[config.mk]
export PLATFORM = sky130hd
export DESIGN_NAME = sexpr_input_completeness_unit
export DESIGN_NICKNAME = d
export VERILOG_FILES = /design/src/sv/sic_pkg.sv /design/src/sv/sic_input_reg.sv /design/src/sv/sic_scanner.sv /design/src/sv/sexpr_input_completeness_unit.sv
export VERILOG_INCLUDE_DIRS = /design/src /design/src/sv
export SDC_FILE = /design/constraint.sdc
export NUM_CORES = 1
export LEC_CHECK = 0
export BUFFER_PORTS_ARGS = -buffer_cell sky130_fd_sc_hd__clkbuf_2
export CAP_MARGIN = 20
export CORE_AREA = 5 5 76 78
export DETAILED_ROUTE_END_ITERATION = 10
export DIE_AREA = 0 0 81 83
export GPL_ROUTABILITY_DRIVEN = 0
export PLACE_DENSITY = 0.78
export SYNTH_ARGS = -nofsm -noshare
export SYNTH_HDL_FRONTEND = slang
export SYNTH_SLANG_ARGS = --single-unit
[constraint.sdc]
create_clock -name clock -period 3.3 [get_ports clock]
set_clock_uncertainty 0.05 [all_clocks]
set_input_delay 0.33 -clock clock [delete_from_list [all_inputs] [get_ports clock]]
set_output_delay 0.33 -clock clock [all_outputs]
set_load 0.01 [all_outputs]
[src/sv/sexpr_input_completeness_unit_macros.svh]
// assertion macros for the s-expression completeness unit
// defining NO_ASSERTIONS compiles every check away
`ifndef SEXPR_INPUT_COMPLETENESS_UNIT_MACROS_SVH
`define SEXPR_INPUT_COMPLETENESS_UNIT_MACROS_SVH

`ifndef NO_ASSERTIONS

// same-cycle property, checked outside reset
`define SIC_ASSERT(label, clk, rst, prop, msg) \
   label: assert property (@(posedge clk) disable iff (rst) (prop)) else $error(msg);

// antecedent now, consequent in the cycle after
`define SIC_ASSERT_NEXT(label, clk, rst, ante, cons, msg) \
   label: assert property (@(posedge clk) disable iff (rst) (ante) |=> (cons)) else $error(msg);

`else

`define SIC_ASSERT(label, clk, rst, prop, msg)
`define SIC_ASSERT_NEXT(label, clk, rst, ante, cons, msg)

`endif

`endif

[src/sv/sic_pkg.sv]
// shared types and constants for the s-expression completeness unit
// no dependencies
`timescale 1ns / 1ps
`default_nettype none

package sic_pkg;

   // depth limits for parens and block comments
   localparam int DEPTH_MAX = 255;
   localparam int DEPTH_W   = $clog2(DEPTH_MAX + 1);

   // indent hint
   localparam int INDENT_W   = 9;
   localparam int INDENT_MAX = 510;

   // characters of interest
   localparam logic [7:0] CHAR_HASH   = 8'h23;
   localparam logic [7:0] CHAR_BAR    = 8'h7c;
   localparam logic [7:0] CHAR_SEMI   = 8'h3b;
   localparam logic [7:0] CHAR_QUOTE  = 8'h22;
   localparam logic [7:0] CHAR_BSLASH = 8'h5c;
   localparam logic [7:0] CHAR_DOT    = 8'h2e;
   localparam logic [7:0] CHAR_SPACE  = 8'h20;
   localparam logic [7:0] CHAR_TAB    = 8'h09;
   localparam logic [7:0] CHAR_CR     = 8'h0d;
   localparam logic [7:0] CHAR_NL     = 8'h0a;
   localparam logic [7:0] CHAR_OPEN   = 8'h28;
   localparam logic [7:0] CHAR_CLOSE  = 8'h29;

   // one input word
   typedef struct packed {
      logic [7:0] text_byte;
      logic       last_byte;
   } sic_item_type;

   // scanner state
   typedef struct packed {
      logic [DEPTH_W-1:0] open_parens;
      logic [DEPTH_W-1:0] comment_nesting;
      logic               inside_string;
      logic               escape_pending;
      logic               inside_line_comment;
      logic               hash_pending;
      logic               bar_pending;
      logic               line_blank_so_far;
      logic               dot_continuation;
   } sic_state_type;

   localparam sic_state_type STATE_RESET = '{
      open_parens:         '0,
      comment_nesting:     '0,
      inside_string:       1'b0,
      escape_pending:      1'b0,
      inside_line_comment: 1'b0,
      hash_pending:        1'b0,
      bar_pending:         1'b0,
      line_blank_so_far:   1'b1,
      dot_continuation:    1'b0
   };

   // one result word
   typedef struct packed {
      logic                complete;
      logic [INDENT_W-1:0] indent_width;
   } sic_result_type;

endpackage

`default_nettype wire

[src/sv/sic_input_reg.sv]
// input register stage: holds one word until the scanner consumes it
// depends on sic_pkg
`timescale 1ns / 1ps
`default_nettype none

module sic_input_reg (
   input  wire logic                  clock,
   input  wire logic                  reset,
   input  wire logic                  req_valid,
   output logic                       req_ready,
   input  wire sic_pkg::sic_item_type req_item,
   input  wire logic                  hold,
   output logic                       item_valid,
   output sic_pkg::sic_item_type      item,
   output logic                       step
);

   logic                  valid_ff;
   logic                  valid_in;
   sic_pkg::sic_item_type item_ff;
   logic                  load;

   // consume when valid and the result side is not blocking
   assign step      = valid_ff && !hold;
   assign req_ready = !valid_ff || step;
   assign load      = req_valid && req_ready;

   always_comb begin
      if (load) begin
         valid_in = 1'b1;
      end else if (step) begin
         valid_in = 1'b0;
      end else begin
         valid_in = valid_ff;
      end
   end

   // control register
   always_ff @(posedge clock) begin
      if (reset) begin
         valid_ff <= 1'b0;
      end else begin
         valid_ff <= valid_in;
      end
   end

   // payload register
   always_ff @(posedge clock) begin
      if (load) begin
         item_ff <= req_item;
      end
   end

   assign item_valid = valid_ff;
   assign item       = item_ff;

endmodule

`default_nettype wire

[src/sv/sic_scanner.sv]
// per-byte scanner: paren, string, comment and dot-line tracking
// depends on sic_pkg and the assertion macro header
`timescale 1ns / 1ps
`default_nettype none
`include "sexpr_input_completeness_unit_macros.svh"

module sic_scanner (
   input  wire logic                  clock,
   input  wire logic                  reset,
   input  wire logic                  step,
   input  wire sic_pkg::sic_item_type item,
   output sic_pkg::sic_result_type    result
);

   sic_pkg::sic_state_type state_ff;
   sic_pkg::sic_state_type state_in;
   sic_pkg::sic_state_type nxt;
   logic [7:0]             c;
   logic                   is_blank;
   logic                   taken;
   logic                   done;

   function automatic logic [sic_pkg::DEPTH_W-1:0] sat_inc(
      input logic [sic_pkg::DEPTH_W-1:0] v
   );
      logic [sic_pkg::DEPTH_W-1:0] r;
      r = v;
      if (v < sic_pkg::DEPTH_W'(sic_pkg::DEPTH_MAX)) begin
         r = v + 1'b1;
      end
      return r;
   endfunction

   assign c        = item.text_byte;
   assign is_blank = (c == sic_pkg::CHAR_SPACE) || (c == sic_pkg::CHAR_TAB) ||
                     (c == sic_pkg::CHAR_CR);

   // next state for one byte
   always_comb begin
      nxt   = state_ff;
      taken = 1'b0;

      // line scan on raw bytes
      if (c == sic_pkg::CHAR_NL) begin
         nxt.line_blank_so_far = 1'b1;
      end else if (state_ff.line_blank_so_far && !is_blank) begin
         nxt.line_blank_so_far = 1'b0;
         if (c != sic_pkg::CHAR_SEMI) begin
            nxt.dot_continuation = (c == sic_pkg::CHAR_DOT);
         end
      end

      if (state_ff.inside_line_comment) begin
         // line comment ends at newline
         if (c == sic_pkg::CHAR_NL) begin
            nxt.inside_line_comment = 1'b0;
         end
      end else if (state_ff.comment_nesting != '0) begin
         // block comment: look for nested open or close marks
         if (state_ff.hash_pending) begin
            nxt.hash_pending = 1'b0;
            if (c == sic_pkg::CHAR_BAR) begin
               nxt.comment_nesting = sat_inc(state_ff.comment_nesting);
               taken               = 1'b1;
            end
         end else if (state_ff.bar_pending) begin
            nxt.bar_pending = 1'b0;
            if (c == sic_pkg::CHAR_HASH) begin
               nxt.comment_nesting = state_ff.comment_nesting - 1'b1;
               taken               = 1'b1;
            end
         end
         if (!taken) begin
            if (c == sic_pkg::CHAR_HASH) begin
               nxt.hash_pending = 1'b1;
            end else if (c == sic_pkg::CHAR_BAR) begin
               nxt.bar_pending = 1'b1;
            end
         end
      end else if (state_ff.inside_string) begin
         // string with backslash escapes
         if (state_ff.escape_pending) begin
            nxt.escape_pending = 1'b0;
         end else if (c == sic_pkg::CHAR_BSLASH) begin
            nxt.escape_pending = 1'b1;
         end else if (c == sic_pkg::CHAR_QUOTE) begin
            nxt.inside_string = 1'b0;
         end
      end else begin
         // plain code
         if (state_ff.hash_pending) begin
            nxt.hash_pending = 1'b0;
            if (c == sic_pkg::CHAR_BAR) begin
               nxt.comment_nesting = sat_inc(state_ff.comment_nesting);
               taken               = 1'b1;
            end
         end
         if (!taken) begin
            if (c == sic_pkg::CHAR_SEMI) begin
               nxt.inside_line_comment = 1'b1;
            end else if (c == sic_pkg::CHAR_HASH) begin
               nxt.hash_pending = 1'b1;
            end else if (c == sic_pkg::CHAR_QUOTE) begin
               nxt.inside_string = 1'b1;
            end else if (c == sic_pkg::CHAR_OPEN) begin
               nxt.open_parens = sat_inc(state_ff.open_parens);
            end else if (c == sic_pkg::CHAR_CLOSE && state_ff.open_parens != '0) begin
               nxt.open_parens = state_ff.open_parens - 1'b1;
            end
         end
      end
   end

   // result from the updated state
   always_comb begin
      done = (nxt.open_parens == '0) && (nxt.comment_nesting == '0) &&
             !nxt.inside_string && !nxt.dot_continuation;
      result.complete     = done;
      result.indent_width = '0;
      if (!done) begin
         if (nxt.open_parens != '0) begin
            if (32'(nxt.open_parens) > 32'(sic_pkg::INDENT_MAX / 2)) begin
               result.indent_width = sic_pkg::INDENT_W'(sic_pkg::INDENT_MAX);
            end else begin
               result.indent_width = sic_pkg::INDENT_W'(nxt.open_parens) << 1;
            end
         end else if (nxt.dot_continuation) begin
            result.indent_width = sic_pkg::INDENT_W'(2);
         end
      end
   end

   // state clears after the last byte of a text
   always_comb begin
      if (step && item.last_byte) begin
         state_in = sic_pkg::STATE_RESET;
      end else if (step) begin
         state_in = nxt;
      end else begin
         state_in = state_ff;
      end
   end

   always_ff @(posedge clock) begin
      if (reset) begin
         state_ff <= sic_pkg::STATE_RESET;
      end else begin
         state_ff <= state_in;
      end
   end

   // checks
   `SIC_ASSERT_NEXT(a_clear_after_last, clock, reset, step && item.last_byte, state_ff == sic_pkg::STATE_RESET, "state not cleared after last byte")
   `SIC_ASSERT(a_escape_in_string, clock, reset, !state_ff.escape_pending || state_ff.inside_string, "escape pending outside a string")
   `SIC_ASSERT(a_bar_in_comment, clock, reset, !state_ff.bar_pending || ((state_ff.comment_nesting != '0) && !state_ff.hash_pending), "bar pending outside a block comment")

endmodule

`default_nettype wire

[src/sv/sexpr_input_completeness_unit.sv]
// s-expression input completeness unit: one text byte per cycle
// result path: a last byte passes through the input register and then the result register
// (it waits in the input register while an untaken result occupies the output)
// throughput: one byte per cycle; a last byte stalls only while an untaken result waits
// reset: synchronous active high; clears scanner state and both valid flags
`timescale 1ns / 1ps
`default_nettype none
`include "sexpr_input_completeness_unit_macros.svh"

module sexpr_input_completeness_unit (
   input  wire logic                          clock,
   input  wire logic                          reset,
   input  wire logic                          req_valid,
   output logic                               req_ready,
   input  wire logic [7:0]                    req_text_byte,
   input  wire logic                          req_last_byte,
   output logic                               rsp_valid,
   input  wire logic                          rsp_ready,
   output logic                               rsp_complete,
   output logic [sic_pkg::INDENT_W-1:0]       rsp_indent_width
);

   sic_pkg::sic_item_type   req_item;
   sic_pkg::sic_item_type   item;
   sic_pkg::sic_result_type result;
   sic_pkg::sic_result_type rsp_ff;
   logic                    item_valid;
   logic                    step;
   logic                    hold;
   logic                    emit;
   logic                    rsp_valid_ff;
   logic                    rsp_valid_in;

   assign req_item.text_byte = req_text_byte;
   assign req_item.last_byte = req_last_byte;

   // a last byte waits while an untaken result occupies the output
   assign hold = item.last_byte && rsp_valid_ff && !rsp_ready;

   sic_input_reg u_input_reg (
      .clock      (clock),
      .reset      (reset),
      .req_valid  (req_valid),
      .req_ready  (req_ready),
      .req_item   (req_item),
      .hold       (hold),
      .item_valid (item_valid),
      .item       (item),
      .step       (step)
   );

   sic_scanner u_scanner (
      .clock  (clock),
      .reset  (reset),
      .step   (step),
      .item   (item),
      .result (result)
   );

   // output register
   assign emit = step && item.last_byte;

   always_comb begin
      if (emit) begin
         rsp_valid_in = 1'b1;
      end else if (rsp_ready) begin
         rsp_valid_in = 1'b0;
      end else begin
         rsp_valid_in = rsp_valid_ff;
      end
   end

   always_ff @(posedge clock) begin
      if (reset) begin
         rsp_valid_ff <= 1'b0;
      end else begin
         rsp_valid_ff <= rsp_valid_in;
      end
   end

   always_ff @(posedge clock) begin
      if (emit) begin
         rsp_ff <= result;
      end
   end

   assign rsp_valid        = rsp_valid_ff;
   assign rsp_complete     = rsp_ff.complete;
   assign rsp_indent_width = rsp_ff.indent_width;

   // checks
   `SIC_ASSERT(a_rise_from_last, clock, reset, !$rose(rsp_valid_ff) || $past(item_valid && item.last_byte), "result without a last byte")
   `SIC_ASSERT(a_complete_no_indent, clock, reset, !(rsp_valid_ff && rsp_ff.complete) || (rsp_ff.indent_width == '0), "indent on complete text")

endmodule

`default_nettype wire

Word-level counts from Yosys, hierarchy flattened:

Cells that the tools add are included.

* register bits: 44
* bits of input ports: 13
* output and inout bits: 12

* $add $sub $neg: 4
* $lt $le $gt $ge: 2
* equality and inequality tests: 14
* multiplexer cells: 60
* bitwise gates (word level): 2
* reduce and logical (&&, ||, !) cells: 33

Operator list (number)
* $mux W8: 15
* $eq A8 B6 Y1 const B: 7
* $mux W1: 36
* $eq A8 B4 Y1 const B: 3
* $reduce_bool A8 Y1: 3
* $mux W18: 1
* $add A8 B1 Y8 const B: 2
* $eq A8 B7 Y1 const B: 2
* $logic_not A8 Y1: 2
* $lt A8 B8 Y1 const B: 2
* $mux W16: 1
* $sub A8 B1 Y8 const B: 2
* $logic_and A1 B1 Y1: 10
* $mux W2: 5
* $mux W9: 1
* $ne A8 B6 Y1 const B: 1
* $logic_not A1 Y1: 6
* $reduce_and A3 Y1: 2
* $reduce_bool A2 Y1: 3
* $reduce_and A4 Y1: 1
* $reduce_or A2 Y1: 2
* $logic_or A1 B1 Y1: 3
* $mux W3: 1
* $ne A2 B2 Y1 const B: 1
* other kinds (2): 3

Longest topological paths before layout:

Gate-level depths: netlist (run 1).

* word-level depth: 16
* gate-level depth with buffers: 11

Cells and area by module:

A second synthesis (run 1) with hierarchy kept.

* cells, all modules: 330
* area total of the unflattened synthesis: 2925.3 sq um

Modules (own cells, without submodules)
* sic_scanner: instances 1, cells each 298, area each 2249.7 sq um
* sexpr_input_completeness_unit: instances 1, cells each 17, area each 357.8 sq um
* sic_input_reg: instances 1, cells each 15, area each 317.8 sq um

Worst setup path before layout (run 1):

OpenSTA, ideal clock, no wires.

* kind: reg2reg
* from: reg u_scanner.state_ff[17] in the netlist's numbering
* to: reg rsp_ff (netlist bit rsp_complete), data pin
* arrival: 2.441 ns
* data required time: 3.100 ns
* slack: 0.659 ns
* cell stages (with the launch flop): 10
* period minus slack after synthesis: 2.641 ns
* cells stage by stage: dfxtp_1 buf_6 or4_4 nor4b_4 nor2_1 buf_6 o21ai_1 a32oi_1 or4_4 nor3_2

* longest elaborated chain between the ends: 15

Ends and longest elaborated chain
* from (decl): RTL line sic_scanner.sv:15 `sic_pkg::sic_state_type state_ff;`
* from (signal assigned): RTL line sic_scanner.sv:146 `state_ff <= sic_pkg::STATE_RESET;`
* from (signal assigned): RTL line sic_scanner.sv:148 `state_ff <= state_in;`
* branches (longest 10 deep; another with $sub A8 B1 Y8)
* $mux W18 (*): RTL line sic_scanner.sv:53 `if (state_ff.inside_line_comment) begin`
* $logic_not A8 Y1 (*): RTL line sic_scanner.sv:116 `done = (nxt.open_parens == '0) && (nxt.comment_nesting == '0) &&`
* $logic_and A1 B1 Y1 (*): RTL line sic_scanner.sv:116
* $logic_and A1 B1 Y1 (*) (2 in series): RTL line sic_scanner.sv:117 `!nxt.inside_string && !nxt.dot_continuation;`
* net u_scanner.done: RTL line sic_scanner.sv:21 `logic done;`
* to (signal assigned): RTL line sexpr_input_completeness_unit.sv:83 `rsp_ff <= result;`
* to (decl): RTL line sexpr_input_completeness_unit.sv:26 `sic_pkg::sic_result_type rsp_ff;`

Mark *: on every way through the listed nets, which the timed path passes.
A chain may end at the register's enable or synchronous reset.

Worst setup path after layout (run 1):

* from: reg u_scanner.state_ff[15] in the netlist's numbering
* to: reg rsp_ff (netlist bit rsp_complete), data pin

Same word-level chain as after synthesis.

==> impl_metrics.toml, run 1 <==
[run]
cap_viol_max_count = 0

[global_routing]
grt_max_degree = 24
met2_usage_pct = 30.99
grtUsageMet1_pct = 30.51
grtUsageTotal_pct = 20.68
grtUsageMet3_pct = 3.896
overflow = 0
antenna_found_initial = 0
grt_pass1_wl_um = 11300
grt_pass1_vias = 2382
grt_busiest_layer = "met2"

[synthesis]
syn-num-nets = 375
synthTopCellsByCount = "50 x nor2_1, 39 x nand2_1, 25 x dfxtp_1"
avgSynthCellArea_sq_um = 8.043
yosysTopAreaCell = "edfxtp_1"
netlist_area_sq_um = 2872
synth_seq_cells = 43
synth-edff-count = 18
synth.distinct_cells = 61
syn-instance-count = 357
synthArstFlopShare_pct = 0
yosys-top-cells-area = "edfxtp_1 19%, dfxtp_1 17%, nor2_1 6.5%"
synth_top_cell_area_share_pct = 18.82
yosys_warnings = 0
yosysMostFrequentCell = "nor2_1"
ys.flop_type = "dfxtp_1"
ys_seq_area_share_pct = 36.25

[clock_tree]
cts.sinks = 43
cts_buffers = 5
path_clk_slew_ns = 0.08
postCtsHoldBufs = 0
cts_tree = "yes"
cts_resized = 0
ctsLongestPathBuffers = 2
h-tree-depth = 2
clk_latency_ns = 0.30
cts_root_buffer = "clkbuf_8"
postCtsSetupBuffers = 0

[worst_setup_path]
crit_chain = "inv_1, ha_1, nor4b_4, nor2_1, a21oi_1, o22ai_1, a31oi_1, or4_4, nor3_2"
worstSetupStartpointType = "register"
r2r_cells = 9
cp-end-kind = "register"
r2r_start = "u_scanner.state_ff[15]"
path_buf_inv = 1
worst-path-max-fanout = 12
r2r_slack_ns = 0.23
cpPeakStageDelay_ns = 0.56
slowest_stage = "or4_4"
crit_type = "register to register"
reg2reg_to = "rsp_complete"
worstPathRequired_ns = 3.39
crit_start = "u_scanner.state_ff[15]"
cp.arrival_ns = 3.16
crit_family = "simple AND/OR/NAND/NOR gates"

[floorplan]
rows = 26
die_area_sq_um = 6723
coreArea_sq_um = 5010
start_util_pct = 57.32
dieHeight_um = 83
io_pins = 25
die_x_um = 81

[sta]
rsz0062_at_grt = "no"
setup_viol = 0
final.setup.tns_ns = 0
maxSlewViolCount = 0
min_period_over_period_pct = 92.92
hold_slack_ns = 0.1551
worst_pin_slew_ns = 0.8595
timing.fmax_mhz = 326.1
finalCriticalPeriod_ns = 3.066
slew_headroom_pct = 42.43
finalHoldViolCount = 0

[pwr]
max-vdd-ir-drop_v = 0.0002175
power.density_nw_per_um2 = 346.1
pwr-share-comb_pct = 7.7
p_sw_share_pct = 23.56
switching_power_w = 0.0002541
clkPwrFrac_pct = 38.1
seqPwrFrac_pct = 54.2
internal-power_w = 0.0008245
p_leak_nw = 1.110

[finish]
final_area_sq_um = 3117
syn2layout_area_growth_pct = 8.540
nets = 390
finalNonFillerCells = 443
drive_gt1_share_pct = 13.94
antenna_cells = 0

[route]
final_antenna_net_count = 0
viasPerCell = 6.172
drc = 0
vias = 2734
drt_first_iter_violations = 305
wl_per_cell_um = 15.37
totalWireLength_um = 6808
first_pass_iters = 6

[status]
status = "completed"

[min_path]
min_from = "req_last_byte"
worstHoldPathCells = 1
hold_end = "u_input_reg.item[0]"
hold_class = "input port to register"

[placed_design]
dp.cells = 435
hpwl_um = 4966
portBuffers = 23
place_area_sq_um = 3007
-- routing by layer --
metal,wire [um],up-vias
met1,3126,1233
met3,564,19
met5,0,-
met2,3009,145
li1,-,1337
met4,108,0
-- kinds of logic after synthesis --
family / share of synthesized area (%)
other cells: 0.1306
compound gates: 17.43
buf+inv: 5.621
mux: 0.7407
simple gates: 33.99
flops: 36.25
xor+xnor: 3.660
fa+ha+maj: 2.179
-- state kept, by name, summed over array words and instances, names as in the netlist --
| signal | cells |
|---|---|
| u_scanner.state_ff | 23 |
| rsp_indent_width | 8 |
| rsp_complete | 1 |
| rsp_valid | 1 |
| u_input_reg.item_valid | 1 |
| u_input_reg.item | 9 |
-- cell usage in the layout, fill, tap and decap left out, types with 3 or more instances in the layout --
master | synthesis | final
clkbuf_2 | 0 | 23
o21ai_0 | 17 | 17
and3_1 | 7 | 7
nor3_1 | 20 | 20
a211oi_1 | 3 | 3
nand2_1 | 39 | 39
nand4_1 | 5 | 5
a21oi_1 | 21 | 21
nand2b_1 | 3 | 3
a31oi_1 | 7 | 7
nor2_1 | 50 | 50
or2_2 | 5 | 5
edfxtp_1 | 18 | 18
ha_1 | 5 | 5
a22oi_1 | 3 | 3
o21ai_1 | 4 | 4
a32oi_1 | 3 | 3
nor2b_1 | 4 | 4
nor4_1 | 7 | 7
buf_4 | 2 | 7
inv_1 | 11 | 11
clkbuf_8 | 0 | 5
a221oi_1 | 3 | 3
xor2_1 | 3 | 3
dfxtp_1 | 25 | 25
nand3_1 | 16 | 16
xnor2_1 | 9 | 9
-- power by group through the flow --
stage | sequential, W | clock [W] | combinational, W
global placement | 0.000595 | 0 | 0.0000808
global route | 0.000587 | 0.000444 | 0.0000923
finish | 0.000584 | 0.000411 | 0.0000831
detailed placement | 0.000596 | 0 | 0.0000822
CTS | 0.000584 | 0.000417 | 0.0000825
floorplan | 0.000592 | 0 | 0.0000595
-- through the flow --
| stage | power [W] | utilization (%) | worst slack, ns |
|---|---|---|---|
| global route | 0.001123 | 62.21 | 0.002613 |
| finish | 0.001079 | 62.21 | 0.2337 |
| floorplan | 0.0006520 | - | 0.6589 |
| CTS | 0.001083 | 62.21 | 0.2738 |
| global placement | 0.0006760 | 60.01 | 0.3837 |
| detailed placement | 0.0006784 | 60.01 | 0.2822 |
-- worst max path at each step --
stage,cells past startpoint,endpoint,slack [ns]
4_1_cts,9,rsp_complete,0.27
3_3_place_gp,9,rsp_complete,0.38
5_1_grt,10,rsp_complete,0.003
6_report,9,rsp_complete,0.23
3_5_place_dp,9,rsp_complete,0.28
2_1_floorplan,9,rsp_complete,0.66
-- cell type report --
type                    instances  area [sq um]
inverters                      11         41.29
multi-input cells             281          1669
clock buffers                   6         72.57
well taps                      70         87.58
flip-flops and latches         43          1041
repair buffers                 30         167.7
fillers                       447          1893
clock inverters                 2         37.54
(Power assumes the default switching activity.)
==> run 2, diff against run 1 <==
- ABC_AREA: not set -> 1
- CORE_AREA: 5 5 76 78 -> 5 5 79 81
- DIE_AREA: 0 0 81 83 -> 0 0 84 86
==> run 2 against run 1 <==
- combinational power increased to 3.2 times the previous value
- count of clock-buffer cells in the layout is the same
- die area is 7.5% higher
- synthesized cell count grew 36%
- wire length increased by 7.0%
- register-to-register slack better by 0.69 ns
- sequential share of layout area fell by 2.6 points
- global-route usage rose by 0.40 points
- first-iteration DRC count down 25%
- via count is 15% higher
- critical endpoint unchanged
==> impl_metrics.toml, run 2 <==
[synthesis]
syn-num-nets = 504
ys.flop_type = "dfxtp_1"
syn-instance-count = 486
synth_top_cell_area_share_pct = 17.13
netlist_area_sq_um = 3156
yosysTopAreaCell = "edfxtp_1"
synth-edff-count = 18
synthTopCellsByCount = "136 x nand2_1, 60 x inv_1, 58 x nand3_1"
avgSynthCellArea_sq_um = 6.493
yosys_warnings = 0
yosysMostFrequentCell = "nand2_1"
synth.distinct_cells = 37
synthArstFlopShare_pct = 0
ys_seq_area_share_pct = 32.99
yosys-top-cells-area = "edfxtp_1 17%, nand2_1 16%, dfxtp_1 16%"
synth_seq_cells = 43

[route]
totalWireLength_um = 7282
wl_per_cell_um = 12.60
wl_met1_um = 3209
routed-wl-met2_um = 3320
viasPerCell = 5.439
vias = 3144
dr.max_layer_used = "met4"
first_pass_iters = 7
dr_wl_met3_um = 517
final_antenna_net_count = 0
drc = 0
drt_first_iter_violations = 230

[worst_setup_path]
r2r_slack_ns = 0.92
cp-end-kind = "register"
reg2reg_to = "rsp_complete"
r2r_start = "u_scanner.state_ff[8]"
cp.arrival_ns = 2.49
worstPathRequired_ns = 3.41
crit_start = "u_scanner.state_ff[8]"
crit_type = "register to register"
critical_path.endpoint = "rsp_complete"
worstSetupStartpointType = "register"
r2r_cells = 14
worst-path-max-fanout = 11

[clock_tree]
ctsLongestPathBuffers = 2
cts_resized = 0
cts_root_buffer = "clkbuf_8"
path_clk_slew_ns = 0.09
clk_latency_ns = 0.30
cts.sinks = 43
cts_buffers = 5
postCtsHoldBufs = 0
h-tree-depth = 2
postCtsSetupBuffers = 0
cts_tree = "yes"

[sta]
rsz0062_at_grt = "no"
min_period_over_period_pct = 71.97
setup_viol = 0
maxSlewViolCount = 0
timing.fmax_mhz = 421.0
worst_slack_ns = 0.9249
finalHoldViolCount = 0
final.setup.tns_ns = 0
finalCriticalPeriod_ns = 2.375

[floorplan]
io_pins = 25
dieHeight_um = 86
coreArea_sq_um = 5405
die_x_um = 84
start_util_pct = 58.38
rows = 27
die_area_sq_um = 7224

[run]
cap_viol_max_count = 0

[pwr]
power.density_nw_per_um2 = 360.2
max-vdd-ir-drop_v = 0.0002442
finalPower_w = 0.001217
p_leak_nw = 1.650

[global_routing]
antenna_found_initial = 0
grt_pass1_wl_um = 12650
overflow = 0
grt_max_degree = 21
grtUsageTotal_pct = 21.08
grt_pass1_vias = 2858

[finish]
regMostFlops = "u_scanner.state_ff"
drive_gt1_share_pct = 13.64
antenna_cells = 0
fillers = 518
final_common_cell = "nand2_1"
layout_common_cells = "136 x nand2_1, 60 x inv_1, 58 x nand3_1, 54 x nor2_1, 25 x dfxtp_1"
nets = 523
syn2layout_area_growth_pct = 7.098
largest_reg_flops = 23

[placed_design]
hpwl_um = 5556
dp_slack_ns = 0.9597
portBuffers = 23

[min_path]
hold_class = "input port to register"

[status]
status = "completed"
run 2: cells by family (layout without fill, tap and decap cells):
family          after synthesis  count (layout)  share of synthesized area [%]
xor+xnor                      4               4                          1.110
compound gates               59              59                          10.11
simple gates                288             288                          42.47
buf+inv                      86             106                          11.22
fa+ha+maj                     5               5                          1.983
flops                        43              43                          32.99
other cells                   1               1                         0.1188
run 2: layout make-up:
| class | instances | area, sq um | share of cell area, % |
|---|---|---|---|
| Tap cell | 72 | 90.09 | 2.666 |
| Sequential cell | 43 | 1041 | 30.80 |
| Clock buffer | 6 | 72.57 | 2.147 |
| Inverter | 74 | 280.3 | 8.293 |
| Timing Repair Buffer | 24 | 122.6 | 3.628 |
| Clock inverter | 2 | 12.51 | 0.3702 |
| Multi-Input combinational cell | 357 | 1760 | 52.09 |
run 2: worst max-delay path: stages, from the launching register on:
cell     delay [ns]
dfxtp_1        0.38
inv_1          0.14
ha_1           0.26
nand3_4        0.12
nor2_8         0.19
nand3_4        0.09
nor2_4         0.15
nand2_4        0.07
inv_2          0.17
nand3_1        0.10
nand2_1        0.13
nand2_1        0.08
nor2_2         0.14
nand2_1        0.07
nor2_1         0.10
run 2: per-stage QoR:
stage | cells | utilization, % | cell area [sq um] | hold slack (ns)
final | 578 | 62.52 | 3379 | 0.1460
after global routing | 578 | 62.52 | 3379 | 0.1388
after CTS | 578 | 62.52 | 3379 | 0.1421
after detailed placement | 570 | 60.95 | 3294 | 0.4062
after global placement | 570 | 60.95 | 3294 | 0.3880
after floorplan | 486 | - | 3156 | 0.3491
run 2: power by group:
group | leakage (nW) | internal, W | switching, W | total (W)
combinational | 1.23 | 0.0000901 | 0.000177 | 0.000267
clock | 0.0412 | 0.000148 | 0.000186 | 0.000334
sequential | 0.378 | 0.000584 | 0.0000326 | 0.000617
run 2: per-layer routing:
layer,up-vias,global-route usage (%)
li1,1596,-
met2,131,34.56
met3,24,3.554
met4,0,9.357
met5,-,0
met1,1393,27.35
run 2: how the worst min path moves through the flow:
stage,from,endpoint,slack [ns],cells after the start
global route,req_text_byte[1],u_input_reg.item[2],0.14,1
floorplan,reset,u_input_reg.item_valid,0.35,1
detailed placement,u_scanner.state_ff[1],u_scanner.state_ff[1],0.41,2
global placement,u_scanner.state_ff[1],u_scanner.state_ff[1],0.39,2
finish,reset,u_input_reg.item_valid,0.15,2
CTS,reset,u_input_reg.item_valid,0.14,2
==> run 3, diff against run 2 <==
- clock period: 3.3 -> 2.2 ns (I/O delays scaled with it)
==> run 3 against run 2 <==
- clock power grew 76%
- global-route usage rose by 2.1 points
- non-clock buffer count is 31 higher
- critical endpoint is now rsp_indent_width[1]
- largest power group unchanged
==> impl_metrics.toml, run 3 (synthesis results as in run 2) <==
[route]
final_antenna_net_count = 0
vias = 3435
first_pass_iters = 5
totalWireLength_um = 8829
drt_first_iter_violations = 307
wl_per_cell_um = 14.47
drc = 0
viasPerCell = 5.631

[floorplan]
die_area_sq_um = 7224
die_x_um = 84
io_pins = 25
rows = 27
start_util_pct = 58.38
dieHeight_um = 86
coreArea_sq_um = 5405

[placed_design]
portBuffers = 23
hpwl_um = 6305

[worst_setup_path]
crit_start = "u_input_reg.item[1]"
r2r_start = "u_input_reg.item[1]"
reg2reg_to = "rsp_indent_width[1]"
crit_type = "register to register"
cp-end-kind = "register"
worst-path-max-fanout = 6
r2r_slack_ns = 0.05
worstPathRequired_ns = 2.21
worstSetupStartpointType = "register"
critical_path.endpoint = "rsp_indent_width[1]"
cp.arrival_ns = 2.16
r2r_cells = 17

[finish]
antenna_cells = 0
largest_reg_flops = 23
final_common_cell = "nand2_1"
layout_common_cells = "130 x nand2_1, 59 x inv_1, 55 x nand3_1, 48 x nor2_1, 31 x buf_4"
regMostFlops = "u_scanner.state_ff"
nets = 555
drive_gt1_share_pct = 22.68
syn2layout_area_growth_pct = 18.00

[clock_tree]
h-tree-depth = 2
cts.sinks = 43
clk_latency_ns = 0.31
path_clk_slew_ns = 0.09
ctsLongestPathBuffers = 2
cts_root_buffer = "clkbuf_8"
cts_buffers = 5
cts_tree = "yes"

[global_routing]
grtUsageTotal_pct = 23.13
overflow = 0
grt_pass1_wl_um = 13690
grt_max_degree = 21
antenna_found_initial = 0
grt_pass1_vias = 3104

[pwr]
max-vdd-ir-drop_v = 0.0003754
p_leak_nw = 1.832
power.density_nw_per_um2 = 533.0
finalPower_w = 0.001985

[run]
cap_viol_max_count = 0

[status]
status = "completed"

[min_path]
hold_class = "input port to register"

[sta]
maxSlewViolCount = 0
min_period_over_period_pct = 97.59
rsz0062_at_grt = "yes"
final.setup.tns_ns = 0
setup_viol = 0
finalHoldViolCount = 0
finalCriticalPeriod_ns = 2.147
timing.fmax_mhz = 465.8
[run 3: cell type report]
| cell class | count | area [sq um] |
|---|---|---|
| Timing Repair inverter | 1 | 6.256 |
| Fill cell | 460 | 1682 |
| Inverter | 74 | 287.8 |
| Clock inverter | 2 | 13.76 |
| Tap cell | 72 | 90.09 |
| Clock buffer | 6 | 93.84 |
| Timing Repair Buffer | 55 | 367.9 |
| Sequential cell | 43 | 1042 |
| Multi-Input combinational cell | 357 | 1822 |
[run 3: layer usage]
layer | vias to the layer above | routed length (um) | GRT usage [%]
li1 | 1665 | - | -
met1 | 1554 | 3527 | 27.51
met2 | 168 | 4238 | 39.48
met3 | 48 | 639 | 4.515
met4 | 0 | 424 | 12.43
met5 | - | 0 | 0
[run 3: report_power, final]
group / total [W] / internal [W] / switching, W
sequential: 0.000922 / 0.000876 / 0.0000451
combinational: 0.000476 / 0.000164 / 0.000312
clock: 0.000587 / 0.000293 / 0.000295
[run 3: how the worst min path moves through the flow]
stage                     startpoint                endpoint  slack (ns)  cells past startpoint
CTS                            reset  u_input_reg.item_valid        0.03                      2
floorplan                      reset  u_input_reg.item_valid        0.24                      1
global placement               reset  u_input_reg.item_valid        0.34                      2
global route                   reset  u_input_reg.item_valid        0.02                      2
detailed placement  req_text_byte[4]     u_input_reg.item[5]        0.35                      1
finish                         reset  u_input_reg.item_valid        0.03                      2
[run 3: timing repair]
action                     4_1_cts  5_1_grt
resized for setup                2       25
hold buffers                     0        0
pin swaps                        1        9
setup endpoints to repair        2        3
gates cloned                     0        1
buffers inserted                 3        5
[run 3: critical path, stage by stage, from the launching register on]
cell and delay [ns]:
edfxtp_1 0.49, nand2_1 0.16, inv_2 0.05, nand2_2 0.07, nor2_4 0.05, buf_4 0.13
inv_2 0.04, nand2_2 0.06, nor2_4 0.15, nand2_4 0.12, inv_8 0.09, nand2_1 0.05
nand2_1 0.07, nand2_2 0.07, nand2_2 0.09, nor2_2 0.05, nand3_1 0.06, nand2_1 0.06
[run 3: stage by stage]
stage	utilization [%]	instances	setup WS [ns]	hold WS [ns]	instance area [sq um]
floorplan	-	486	0.1406	0.2391	3156
detailed placement	64.38	593	-0.1087	0.3486	3480
global placement	64.38	593	-0.07418	0.3450	3480
finish	68.89	610	0.05310	0.02917	3724
CTS	66.83	604	0.01995	0.02697	3612
global route	68.89	610	-0.06955	0.01633	3724
